**config.mk**
```make
export PLATFORM = sky130hd
export DESIGN_NAME = telemetry_bit_interleave_packer_top
export DESIGN_NICKNAME = d
export VERILOG_FILES = /design/src/design/tbip_pkg.sv /design/src/design/tbip_bitgen.sv /design/src/design/telemetry_bit_interleave_packer_top.sv
export SDC_FILE = /design/constraint.sdc
export NUM_CORES = 1
export LEC_CHECK = 0
export ABC_AREA = 1
export BUFFER_PORTS_ARGS = -buffer_cell sky130_fd_sc_hd__buf_2
export CORE_MARGIN = 2
export CORE_UTILIZATION = 45
export DETAILED_ROUTE_END_ITERATION = 8
export GPL_ROUTABILITY_DRIVEN = 0
export GPL_TIMING_DRIVEN = 0
export PLACE_DENSITY = 0.72
export SYNTH_ARGS = -nofsm -noshare
export SYNTH_HDL_FRONTEND = slang
export SYNTH_SLANG_ARGS = --single-unit
```
**constraint.sdc**
```tcl
create_clock -name clock -period 9.9 [get_ports clock]
set_input_delay 0.495 -clock clock [delete_from_list [all_inputs] [get_ports clock]]
set_output_delay 0.495 -clock clock [all_outputs]
set_load 0.02 [all_outputs]
```
**src/design/tbip_pkg.sv**
```systemverilog
// Shared types, constants and lookup functions for the telemetry bit interleave packer.
// Used by tbip_bitgen and telemetry_bit_interleave_packer_top; depends on nothing.
package tbip_pkg;

   localparam logic [2:0]  MARK_CODE  = 3'b110;
   localparam logic [2:0]  SET_SILENT = 3'd6;
   localparam logic [2:0]  SET_TEXT   = 3'd7;
   // Fixed text of the identification packet, first character in the top byte.
   localparam logic [63:0] TEXT_BITS  = 64'h556E_6974_4C4E_450A;

   typedef enum logic [5:0] {
      GEN_IDLE  = 6'b000001,
      GEN_MARK  = 6'b000010,
      GEN_SETN  = 6'b000100,
      GEN_PAD   = 6'b001000,
      GEN_TEXT  = 6'b010000,
      GEN_FIELD = 6'b100000
   } gen_state_type;

   typedef struct packed {
      logic bit_valid;
      logic bit_value;
      logic busy;
   } gen_out_type;

   function automatic logic [4:0] field_width(input logic [2:0] set_id, input logic [1:0] fld);
      logic [4:0] w;
      w = 5'd0;
      unique case (set_id)
         3'd0: w = (fld == 2'd3) ? 5'd0 : 5'd16;
         3'd1: w = (fld == 2'd3) ? 5'd0 : 5'd12;
         3'd2: w = (fld == 2'd0) ? 5'd8 : ((fld == 2'd3) ? 5'd0 : 5'd16);
         3'd3, 3'd4: w = 5'd16;
         3'd5: w = (fld == 2'd0) ? 5'd16 : ((fld == 2'd1) ? 5'd12 : 5'd0);
         default: w = 5'd0;
      endcase
      return w;
   endfunction

   function automatic logic [3:0] packet_len(input logic [2:0] set_id, input logic rev);
      logic [6:0] total;
      logic [6:0] rounded;
      total = 7'd3;
      if (set_id == SET_TEXT) begin
         total = 7'd72;
      end else begin
         if (rev) begin
            total = total + 7'd3;
         end
         total = total + {2'b00, field_width(set_id, 2'd0)} + {2'b00, field_width(set_id, 2'd1)}
                       + {2'b00, field_width(set_id, 2'd2)} + {2'b00, field_width(set_id, 2'd3)};
      end
      rounded = total + 7'd7;
      return rounded[6:3];
   endfunction

endpackage

```
**src/design/tbip_bitgen.sv**
```systemverilog
// Packer bit sequencer over marker, set number, padding, text or round-robin field
// interleave: at most one bit per cycle, while advance is high. Uses tbip_pkg.
module tbip_bitgen
   import tbip_pkg::*;
(
   input  logic        clock,
   input  logic        reset,
   input  logic        start,
   input  logic [2:0]  set_id,
   input  logic        reverse,
   input  logic [15:0] field_a,
   input  logic [15:0] field_b,
   input  logic [15:0] field_c,
   input  logic [15:0] field_d,
   input  logic        advance,
   output gen_out_type gen_out
);

   gen_state_type state_ff, state_in;
   logic [5:0]  cnt_ff, cnt_in;
   logic [3:0]  round_ff, round_in;
   logic [1:0]  slot_ff, slot_in;
   logic [2:0]  set_ff, set_in;
   logic        rev_ff, rev_in;
   logic [15:0] field_ff [4];
   logic [15:0] field_in [4];

   logic [1:0] fsel;
   logic [4:0] wsel;
   logic       in_range;
   logic [4:0] bidx_full;
   logic [3:0] bidx;
   logic       field_bit;
   logic       bit_valid;
   logic       bit_value;

   // Forward mode visits a,b,c,d; reverse visits d,c,b,a.
   assign fsel      = rev_ff ? ~slot_ff : slot_ff;
   assign wsel      = field_width(set_ff, fsel);
   assign in_range  = {1'b0, round_ff} < wsel;
   assign bidx_full = rev_ff ? {1'b0, round_ff} : (wsel - 5'd1 - {1'b0, round_ff});
   assign bidx      = bidx_full[3:0];
   assign field_bit = field_ff[fsel][bidx];

   always_comb begin
      state_in  = state_ff;
      cnt_in    = cnt_ff;
      round_in  = round_ff;
      slot_in   = slot_ff;
      set_in    = set_ff;
      rev_in    = rev_ff;
      field_in  = field_ff;
      bit_valid = 1'b0;
      bit_value = 1'b0;
      unique case (state_ff)
         GEN_IDLE: begin
            if (start && set_id != SET_SILENT) begin
               set_in      = set_id;
               rev_in      = reverse;
               field_in[0] = field_a;
               field_in[1] = field_b;
               field_in[2] = field_c;
               field_in[3] = field_d;
               cnt_in      = 6'd0;
               state_in    = (reverse && set_id != SET_TEXT) ? GEN_MARK : GEN_SETN;
            end
         end
         GEN_MARK: begin
            bit_valid = advance;
            bit_value = MARK_CODE[2'd2 - cnt_ff[1:0]];
            if (advance) begin
               cnt_in = cnt_ff + 6'd1;
               if (cnt_ff == 6'd2) begin
                  cnt_in   = 6'd0;
                  state_in = GEN_SETN;
               end
            end
         end
         GEN_SETN: begin
            bit_valid = advance;
            bit_value = set_ff[2'd2 - cnt_ff[1:0]];
            if (advance) begin
               cnt_in = cnt_ff + 6'd1;
               if (cnt_ff == 6'd2) begin
                  cnt_in   = 6'd0;
                  round_in = 4'd0;
                  slot_in  = 2'd0;
                  state_in = (set_ff == SET_TEXT) ? GEN_PAD : GEN_FIELD;
               end
            end
         end
         GEN_PAD: begin
            bit_valid = advance;
            if (advance) begin
               cnt_in = cnt_ff + 6'd1;
               if (cnt_ff == 6'd4) begin
                  cnt_in   = 6'd0;
                  state_in = GEN_TEXT;
               end
            end
         end
         GEN_TEXT: begin
            bit_valid = advance;
            bit_value = TEXT_BITS[~cnt_ff];
            if (advance) begin
               cnt_in = cnt_ff + 6'd1;
               if (cnt_ff == 6'd63) begin
                  state_in = GEN_IDLE;
               end
            end
         end
         GEN_FIELD: begin
            // A slot whose field is already spent still takes a step but yields no bit.
            bit_valid = advance && in_range;
            bit_value = field_bit;
            if (advance) begin
               slot_in = slot_ff + 2'd1;
               if (slot_ff == 2'd3) begin
                  round_in = round_ff + 4'd1;
                  if (round_ff == 4'd15) begin
                     state_in = GEN_IDLE;
                  end
               end
            end
         end
         default: begin
            state_in = GEN_IDLE;
         end
      endcase
   end

   always_ff @(posedge clock) begin
      if (reset) begin
         state_ff <= GEN_IDLE;
         cnt_ff   <= 6'd0;
         round_ff <= 4'd0;
         slot_ff  <= 2'd0;
      end else begin
         state_ff <= state_in;
         cnt_ff   <= cnt_in;
         round_ff <= round_in;
         slot_ff  <= slot_in;
      end
   end

   always_ff @(posedge clock) begin
      set_ff   <= set_in;
      rev_ff   <= rev_in;
      field_ff <= field_in;
   end

   assign gen_out.bit_valid = bit_valid;
   assign gen_out.bit_value = bit_value;
   assign gen_out.busy      = (state_ff != GEN_IDLE);

   a_text_only_set7: assert property (@(posedge clock) disable iff (reset)
      (state_ff == GEN_TEXT || state_ff == GEN_PAD) |-> (set_ff == SET_TEXT))
      else $error("text phase entered for a data set");
   a_field_not_set7: assert property (@(posedge clock) disable iff (reset)
      (state_ff == GEN_FIELD) |-> (set_ff != SET_TEXT && set_ff != SET_SILENT))
      else $error("field interleave running for text or silent set");
   a_mark_only_rev: assert property (@(posedge clock) disable iff (reset)
      (state_ff == GEN_MARK) |-> rev_ff)
      else $error("reversal marker sent in forward mode");

endmodule

```
**src/design/telemetry_bit_interleave_packer_top.sv**
```systemverilog
// Telemetry bit interleave packer. A request beat carries a set number, a reverse
// flag and four 16-bit samples; the block answers with one response beat per packet
// byte, first packet bit in bit 7. Each beat also carries the byte index, the packet
// length in bytes and a last flag on the final byte. Set 6 accepts the request and
// returns nothing.
// The bit sequencer in tbip_bitgen takes one step per cycle while the byte being
// assembled has room: 67 steps in the field sets (70 with the reversal marker) and
// 72 for set 7; a field slot that is already spent costs a step without a bit. Each
// finished byte then moves into the response register, the last byte is padded with
// zero bits, and the packet is then retired.
// req_stall stays high from acceptance until the cycle after the last byte enters the
// response register, so a new request can be taken while that byte waits to be taken.
// When the receiver stalls, the byte in the response register holds, the next byte is
// assembled behind it and the sequencer pauses until the register frees.
// Synchronous reset empties the response register and returns the sequencer to idle.
// Depends on tbip_pkg and tbip_bitgen.
module telemetry_bit_interleave_packer_top
   import tbip_pkg::*;
(
   input  logic        clock,
   input  logic        reset,
   input  logic        req_valid,
   output logic        req_stall,
   input  logic [2:0]  req_set_id,
   input  logic        req_reverse,
   input  logic [15:0] req_field_a,
   input  logic [15:0] req_field_b,
   input  logic [15:0] req_field_c,
   input  logic [15:0] req_field_d,
   output logic        rsp_valid,
   input  logic        rsp_stall,
   output logic [7:0]  rsp_out_byte,
   output logic [3:0]  rsp_byte_index,
   output logic [3:0]  rsp_packet_len,
   output logic        rsp_last
);

   logic        active_ff, active_in;
   logic [3:0]  nbits_ff, nbits_in;
   logic [7:0]  byte_ff, byte_in;
   logic [3:0]  idx_ff, idx_in;
   logic [3:0]  len_ff, len_in;
   logic        rsp_valid_ff, rsp_valid_in;
   logic [7:0]  rsp_byte_ff, rsp_byte_in;
   logic [3:0]  rsp_index_ff, rsp_index_in;
   logic [3:0]  rsp_len_ff, rsp_len_in;
   logic        rsp_last_ff, rsp_last_in;

   logic        req_accept;
   logic        rsp_free;
   logic        gen_advance;
   gen_out_type gen_out;

   assign req_stall   = active_ff;
   assign req_accept  = req_valid && !req_stall;
   assign rsp_free    = !rsp_valid_ff || !rsp_stall;
   assign gen_advance = (nbits_ff < 4'd8);

   tbip_bitgen u_bitgen (
      .clock   (clock),
      .reset   (reset),
      .start   (req_accept),
      .set_id  (req_set_id),
      .reverse (req_reverse),
      .field_a (req_field_a),
      .field_b (req_field_b),
      .field_c (req_field_c),
      .field_d (req_field_d),
      .advance (gen_advance),
      .gen_out (gen_out)
   );

   always_comb begin
      active_in    = active_ff;
      nbits_in     = nbits_ff;
      byte_in      = byte_ff;
      idx_in       = idx_ff;
      len_in       = len_ff;
      rsp_valid_in = rsp_valid_ff && rsp_stall;
      rsp_byte_in  = rsp_byte_ff;
      rsp_index_in = rsp_index_ff;
      rsp_len_in   = rsp_len_ff;
      rsp_last_in  = rsp_last_ff;

      if (req_accept) begin
         active_in = (req_set_id != SET_SILENT);
         len_in    = packet_len(req_set_id, req_reverse);
         idx_in    = 4'd0;
         nbits_in  = 4'd0;
      end else if (active_ff) begin
         if (nbits_ff == 4'd8) begin
            if (rsp_free) begin
               rsp_valid_in = 1'b1;
               rsp_byte_in  = byte_ff;
               rsp_index_in = idx_ff;
               rsp_len_in   = len_ff;
               rsp_last_in  = (idx_ff == len_ff - 4'd1);
               idx_in       = idx_ff + 4'd1;
               nbits_in     = 4'd0;
            end
         end else if (gen_out.bit_valid) begin
            byte_in  = {byte_ff[6:0], gen_out.bit_value};
            nbits_in = nbits_ff + 4'd1;
         end else if (!gen_out.busy) begin
            // Stream finished: pad a partial byte with zeros, or retire the packet.
            if (nbits_ff == 4'd0) begin
               active_in = 1'b0;
            end else begin
               byte_in  = {byte_ff[6:0], 1'b0};
               nbits_in = nbits_ff + 4'd1;
            end
         end
      end
   end

   always_ff @(posedge clock) begin
      if (reset) begin
         active_ff    <= 1'b0;
         nbits_ff     <= 4'd0;
         idx_ff       <= 4'd0;
         rsp_valid_ff <= 1'b0;
      end else begin
         active_ff    <= active_in;
         nbits_ff     <= nbits_in;
         idx_ff       <= idx_in;
         rsp_valid_ff <= rsp_valid_in;
      end
   end

   always_ff @(posedge clock) begin
      byte_ff      <= byte_in;
      len_ff       <= len_in;
      rsp_byte_ff  <= rsp_byte_in;
      rsp_index_ff <= rsp_index_in;
      rsp_len_ff   <= rsp_len_in;
      rsp_last_ff  <= rsp_last_in;
   end

   assign rsp_valid      = rsp_valid_ff;
   assign rsp_out_byte   = rsp_byte_ff;
   assign rsp_byte_index = rsp_index_ff;
   assign rsp_packet_len = rsp_len_ff;
   assign rsp_last       = rsp_last_ff;

   a_nbits_bound: assert property (@(posedge clock) disable iff (reset)
      nbits_ff <= 4'd8)
      else $error("byte assembly overran eight bits");
   a_gen_idle_when_free: assert property (@(posedge clock) disable iff (reset)
      !active_ff |-> !gen_out.busy)
      else $error("sequencer busy while no packet is in progress");
   a_index_in_packet: assert property (@(posedge clock) disable iff (reset)
      rsp_valid_ff |-> (rsp_index_ff < rsp_len_ff))
      else $error("response byte index beyond packet length");
   a_no_bit_when_full: assert property (@(posedge clock) disable iff (reset)
      gen_out.bit_valid |-> (nbits_ff < 4'd8))
      else $error("sequencer offered a bit while the byte was full");

endmodule

```
==> impl_metrics.tcl <==
set metrics [dict create \
    synthSimpleGateAreaFrac_pct 22.1 \
    synth_fa_ha_area_share_pct 5.44 \
    hold_viol 0 \
    regToRegSetupSlack_ns 6.63 \
    cts_root_buffer "clkbuf_16" \
    drt-pass1-iter-count 5 \
    finalNonFillerCells 891 \
    max_clock_freq_mhz 306 \
    grt_pass1_wl_mm 21.5 \
    cts_tree "done" \
    core.rowCount 42 \
    crit_fanout 11 \
    p_int_mw 1.21 \
    cts_resized 0 \
    power.share.combinational_pct 27.1 \
    seq_power_share_pct 39.8 \
    cp_data_required_time_ns 10.04 \
    synth_compound_area_share_pct 6.56 \
    drc_errors 0 \
    post-cts-setup-buffer-count 0 \
    maxSlewViolCount 0 \
    clock_path_buffers 2 \
    synth-main-ff-cell "edfxtp_1" \
    synthMuxAreaShare_pct 0 \
    ir_drop_mv 0.128 \
    synth_top_family_by_area "simple AND/OR/NAND/NOR gates" \
    numPortBuffers 90 \
    synth_xor_area_share_pct 2.68 \
    power_density_nw_per_um2 244 \
    drive_above_1_share_pct 23.9 \
    wire_per_inst_um 14.4 \
    dp_hpwl_mm 9.44 \
    syn2layout_area_growth_pct 21.5 \
    p_switching_uw 583 \
    synth_cells 591 \
    die_w_um 120 \
    grt_max_degree 27 \
    grt.overflow.total 0 \
    max_slew_margin_pct 39.3 \
    antenna_found_initial 0 \
    p_leak_nw 3.06 \
    io_pins 91 \
    fin_setup_tns_ns 0 \
    syn_nets 687 \
    initial_utilization_pct 46.0 \
    period_needed_ns 3.27 \
    clk_latency_ns 0.42 \
    drv_cap 0 \
    critical_path_class "reg2reg" \
    totalWireLength_mm 12.8 \
    nets 798 \
    syn_avg_cell_area_sq_um 10.3 \
    core_area_sq_um 13200 \
    n_antenna_cell 0 \
    async_reset_ff_share_pct 0 \
    cts_sinks 125 \
    worstMarginPinSlew_ns 0.910 \
    start_kind "flop" \
    clock_skew_ns 0.00986 \
    drt_first_iter_violations 446 \
    seq_area_frac_synth_pct 57.2 \
    holdCritPathClass "in2reg" \
    cts-buffers-inserted 17 \
    dr_total_vias 4506 \
    switching_share_pct 32.4 \
    htreeDepth 4 \
    n_fill_cell 1137 \
    die_h_um 120 \
    end_kind "flop" \
    ys.warnings.count 0 \
    ys_types 42 \
    rsz0062_at_grt "no" \
    vias_per_cell 5.06 \
    clkSlewWorstSetupHoldPaths_ns 0.06 \
    power.share.clock_pct 33.1 \
    critPathArrivalTime_ns 3.41 \
    syn_area_sq_um 6070 \
    die_area_sq_um 14400 \
    grtUsageTotal_pct 19.1 \
    grt_pass1_vias 4487 \
    synth-seq-cells 125 \
    final_antenna_net_count 0 \
    setup_viol 0 \
    outcome "complete, no violations" \
    synth_edf_count 97 \
    dp.cells 859 \
    period_share_pct 33.0 \
    ctsHoldBuffers 0 \
]
==> worst paths after layout <==
check | from | end | cells after the start
max reg2reg | u_bitgen.rev_ff | byte_ff[3] | 15
max | u_bitgen.rev_ff | byte_ff[3] | 15
min | req_field_b[14] | u_bitgen.field_ff[46] | 1
min reg2reg | byte_ff[7] | rsp_out_byte[7] | 0
==> cells in the mapped netlist (3+ instances only) <==
cell        n  share of area [%]
inv_1      63                3.9
nand4_1    11                1.1
nor2_4      4               0.74
buf_6       8                1.5
nand2_2     4               0.41
a21oi_1    32                2.6
dfxtp_1    28                9.2
nor2_1     40                2.5
fa_1        4                1.3
inv_2       7               0.43
nor2_2      3               0.31
nand2_4     3               0.56
o21ai_0    21                1.7
nand3_1    85                7.0
o21ai_1     4               0.33
nor3_1      7               0.58
ha_1       20                4.1
xnor2_1     4               0.58
nand2_1   105                6.5
nor3_2      5               0.82
xor2_1      9                1.3
edfxtp_1   97                 48
==> sequential cells by signal (all words and copies together) (netlist names), 2 cells and up <==
name               flops
u_bitgen.field_ff     64
byte_ff                8
rsp_out_byte           8
u_bitgen.cnt_ff        6
u_bitgen.state_ff      6
idx_ff                 4
len_ff                 4
nbits_ff               4
rsp_byte_index         4
rsp_packet_len         4
u_bitgen.round_ff      4
u_bitgen.set_ff        3
u_bitgen.slot_ff       2
==> final cells by class <==
class,instances,area [sq um],area share [%]
buffer,9,97.6,1.32
clock buffer,17,425,5.77
clock inverter,15,146,1.98
inverter,70,263,3.56
multi-input combinational,387,2240,30.4
sequential,125,3470,47.1
tap,176,220,2.99
timing repair buffer,92,505,6.85
==> power groups by stage <==
| stage | sequential [mW] | clock [mW] | combinational, mW |
|---|---|---|---|
| floorplan | 0.726 | 0 | 0.346 |
| global placement | 0.738 | 0 | 0.442 |
| detailed placement | 0.725 | 0 | 0.487 |
| CTS | 0.715 | 0.606 | 0.490 |
| global route | 0.723 | 0.630 | 0.548 |
| finish | 0.715 | 0.594 | 0.488 |
==> through the flow <==
stage | utilization (%) | hold WS [ns] | area (sq um) | setup WS (ns) | power [mW]
2_1_floorplan | - | 0.400 | 6070 | 5.34 | 1.07
3_3_place_gp | 51.1 | 0.403 | 6740 | 3.96 | 1.18
3_5_place_dp | 51.6 | 0.406 | 6800 | 6.41 | 1.21
4_1_cts | 55.9 | 0.226 | 7370 | 6.66 | 1.81
5_1_grt | 55.9 | 0.232 | 7380 | 6.35 | 1.90
6_report | 55.9 | 0.247 | 7380 | 6.63 | 1.80
==> cell usage in the layout (no fill, tap or decap), drive strengths merged, types with 11 or more instances in the layout <==
cell type	count
nand2	112
buf	101
edfxtp	97
nand3	87
inv	72
nor2	47
a21oi	32
dfxtp	28
o21ai	26
ha	20
clkbuf	17
nand4	13
nor3	12
xor2	11
==> metal layers <==
layer  up-vias  global-route usage (%)  wire length [um]
met5         -                       0                 0
met4         0                    8.75               327
met3        25                    5.18               674
met2       128                    30.2              6160
met1      2079                    24.6              5630
li1       2274                       -                 -
==> worst max-delay path, stage by stage, from the launching register on <==
cell,delay [ns]
edfxtp_1,0.41
buf_6,0.18
xnor2_2,0.39
buf_6,0.22
ha_1,0.15
inv_1,0.05
o311ai_0,0.35
inv_1,0.08
ha_1,0.31
inv_1,0.04
o21bai_1,0.12
nand2_1,0.11
a31oi_1,0.20
o21ai_0,0.13
nand3_1,0.09
inv_1,0.15
==> cell families (layout without fill, tap and decap cells) <==
family	Yosys count	after routing
compound gates	71	71
fa+ha+maj	24	24
xor+xnor	16	16
simple gates	276	276
flops	125	125
buf+inv	79	203
Note: power is estimated with default switching activity, not from simulation.
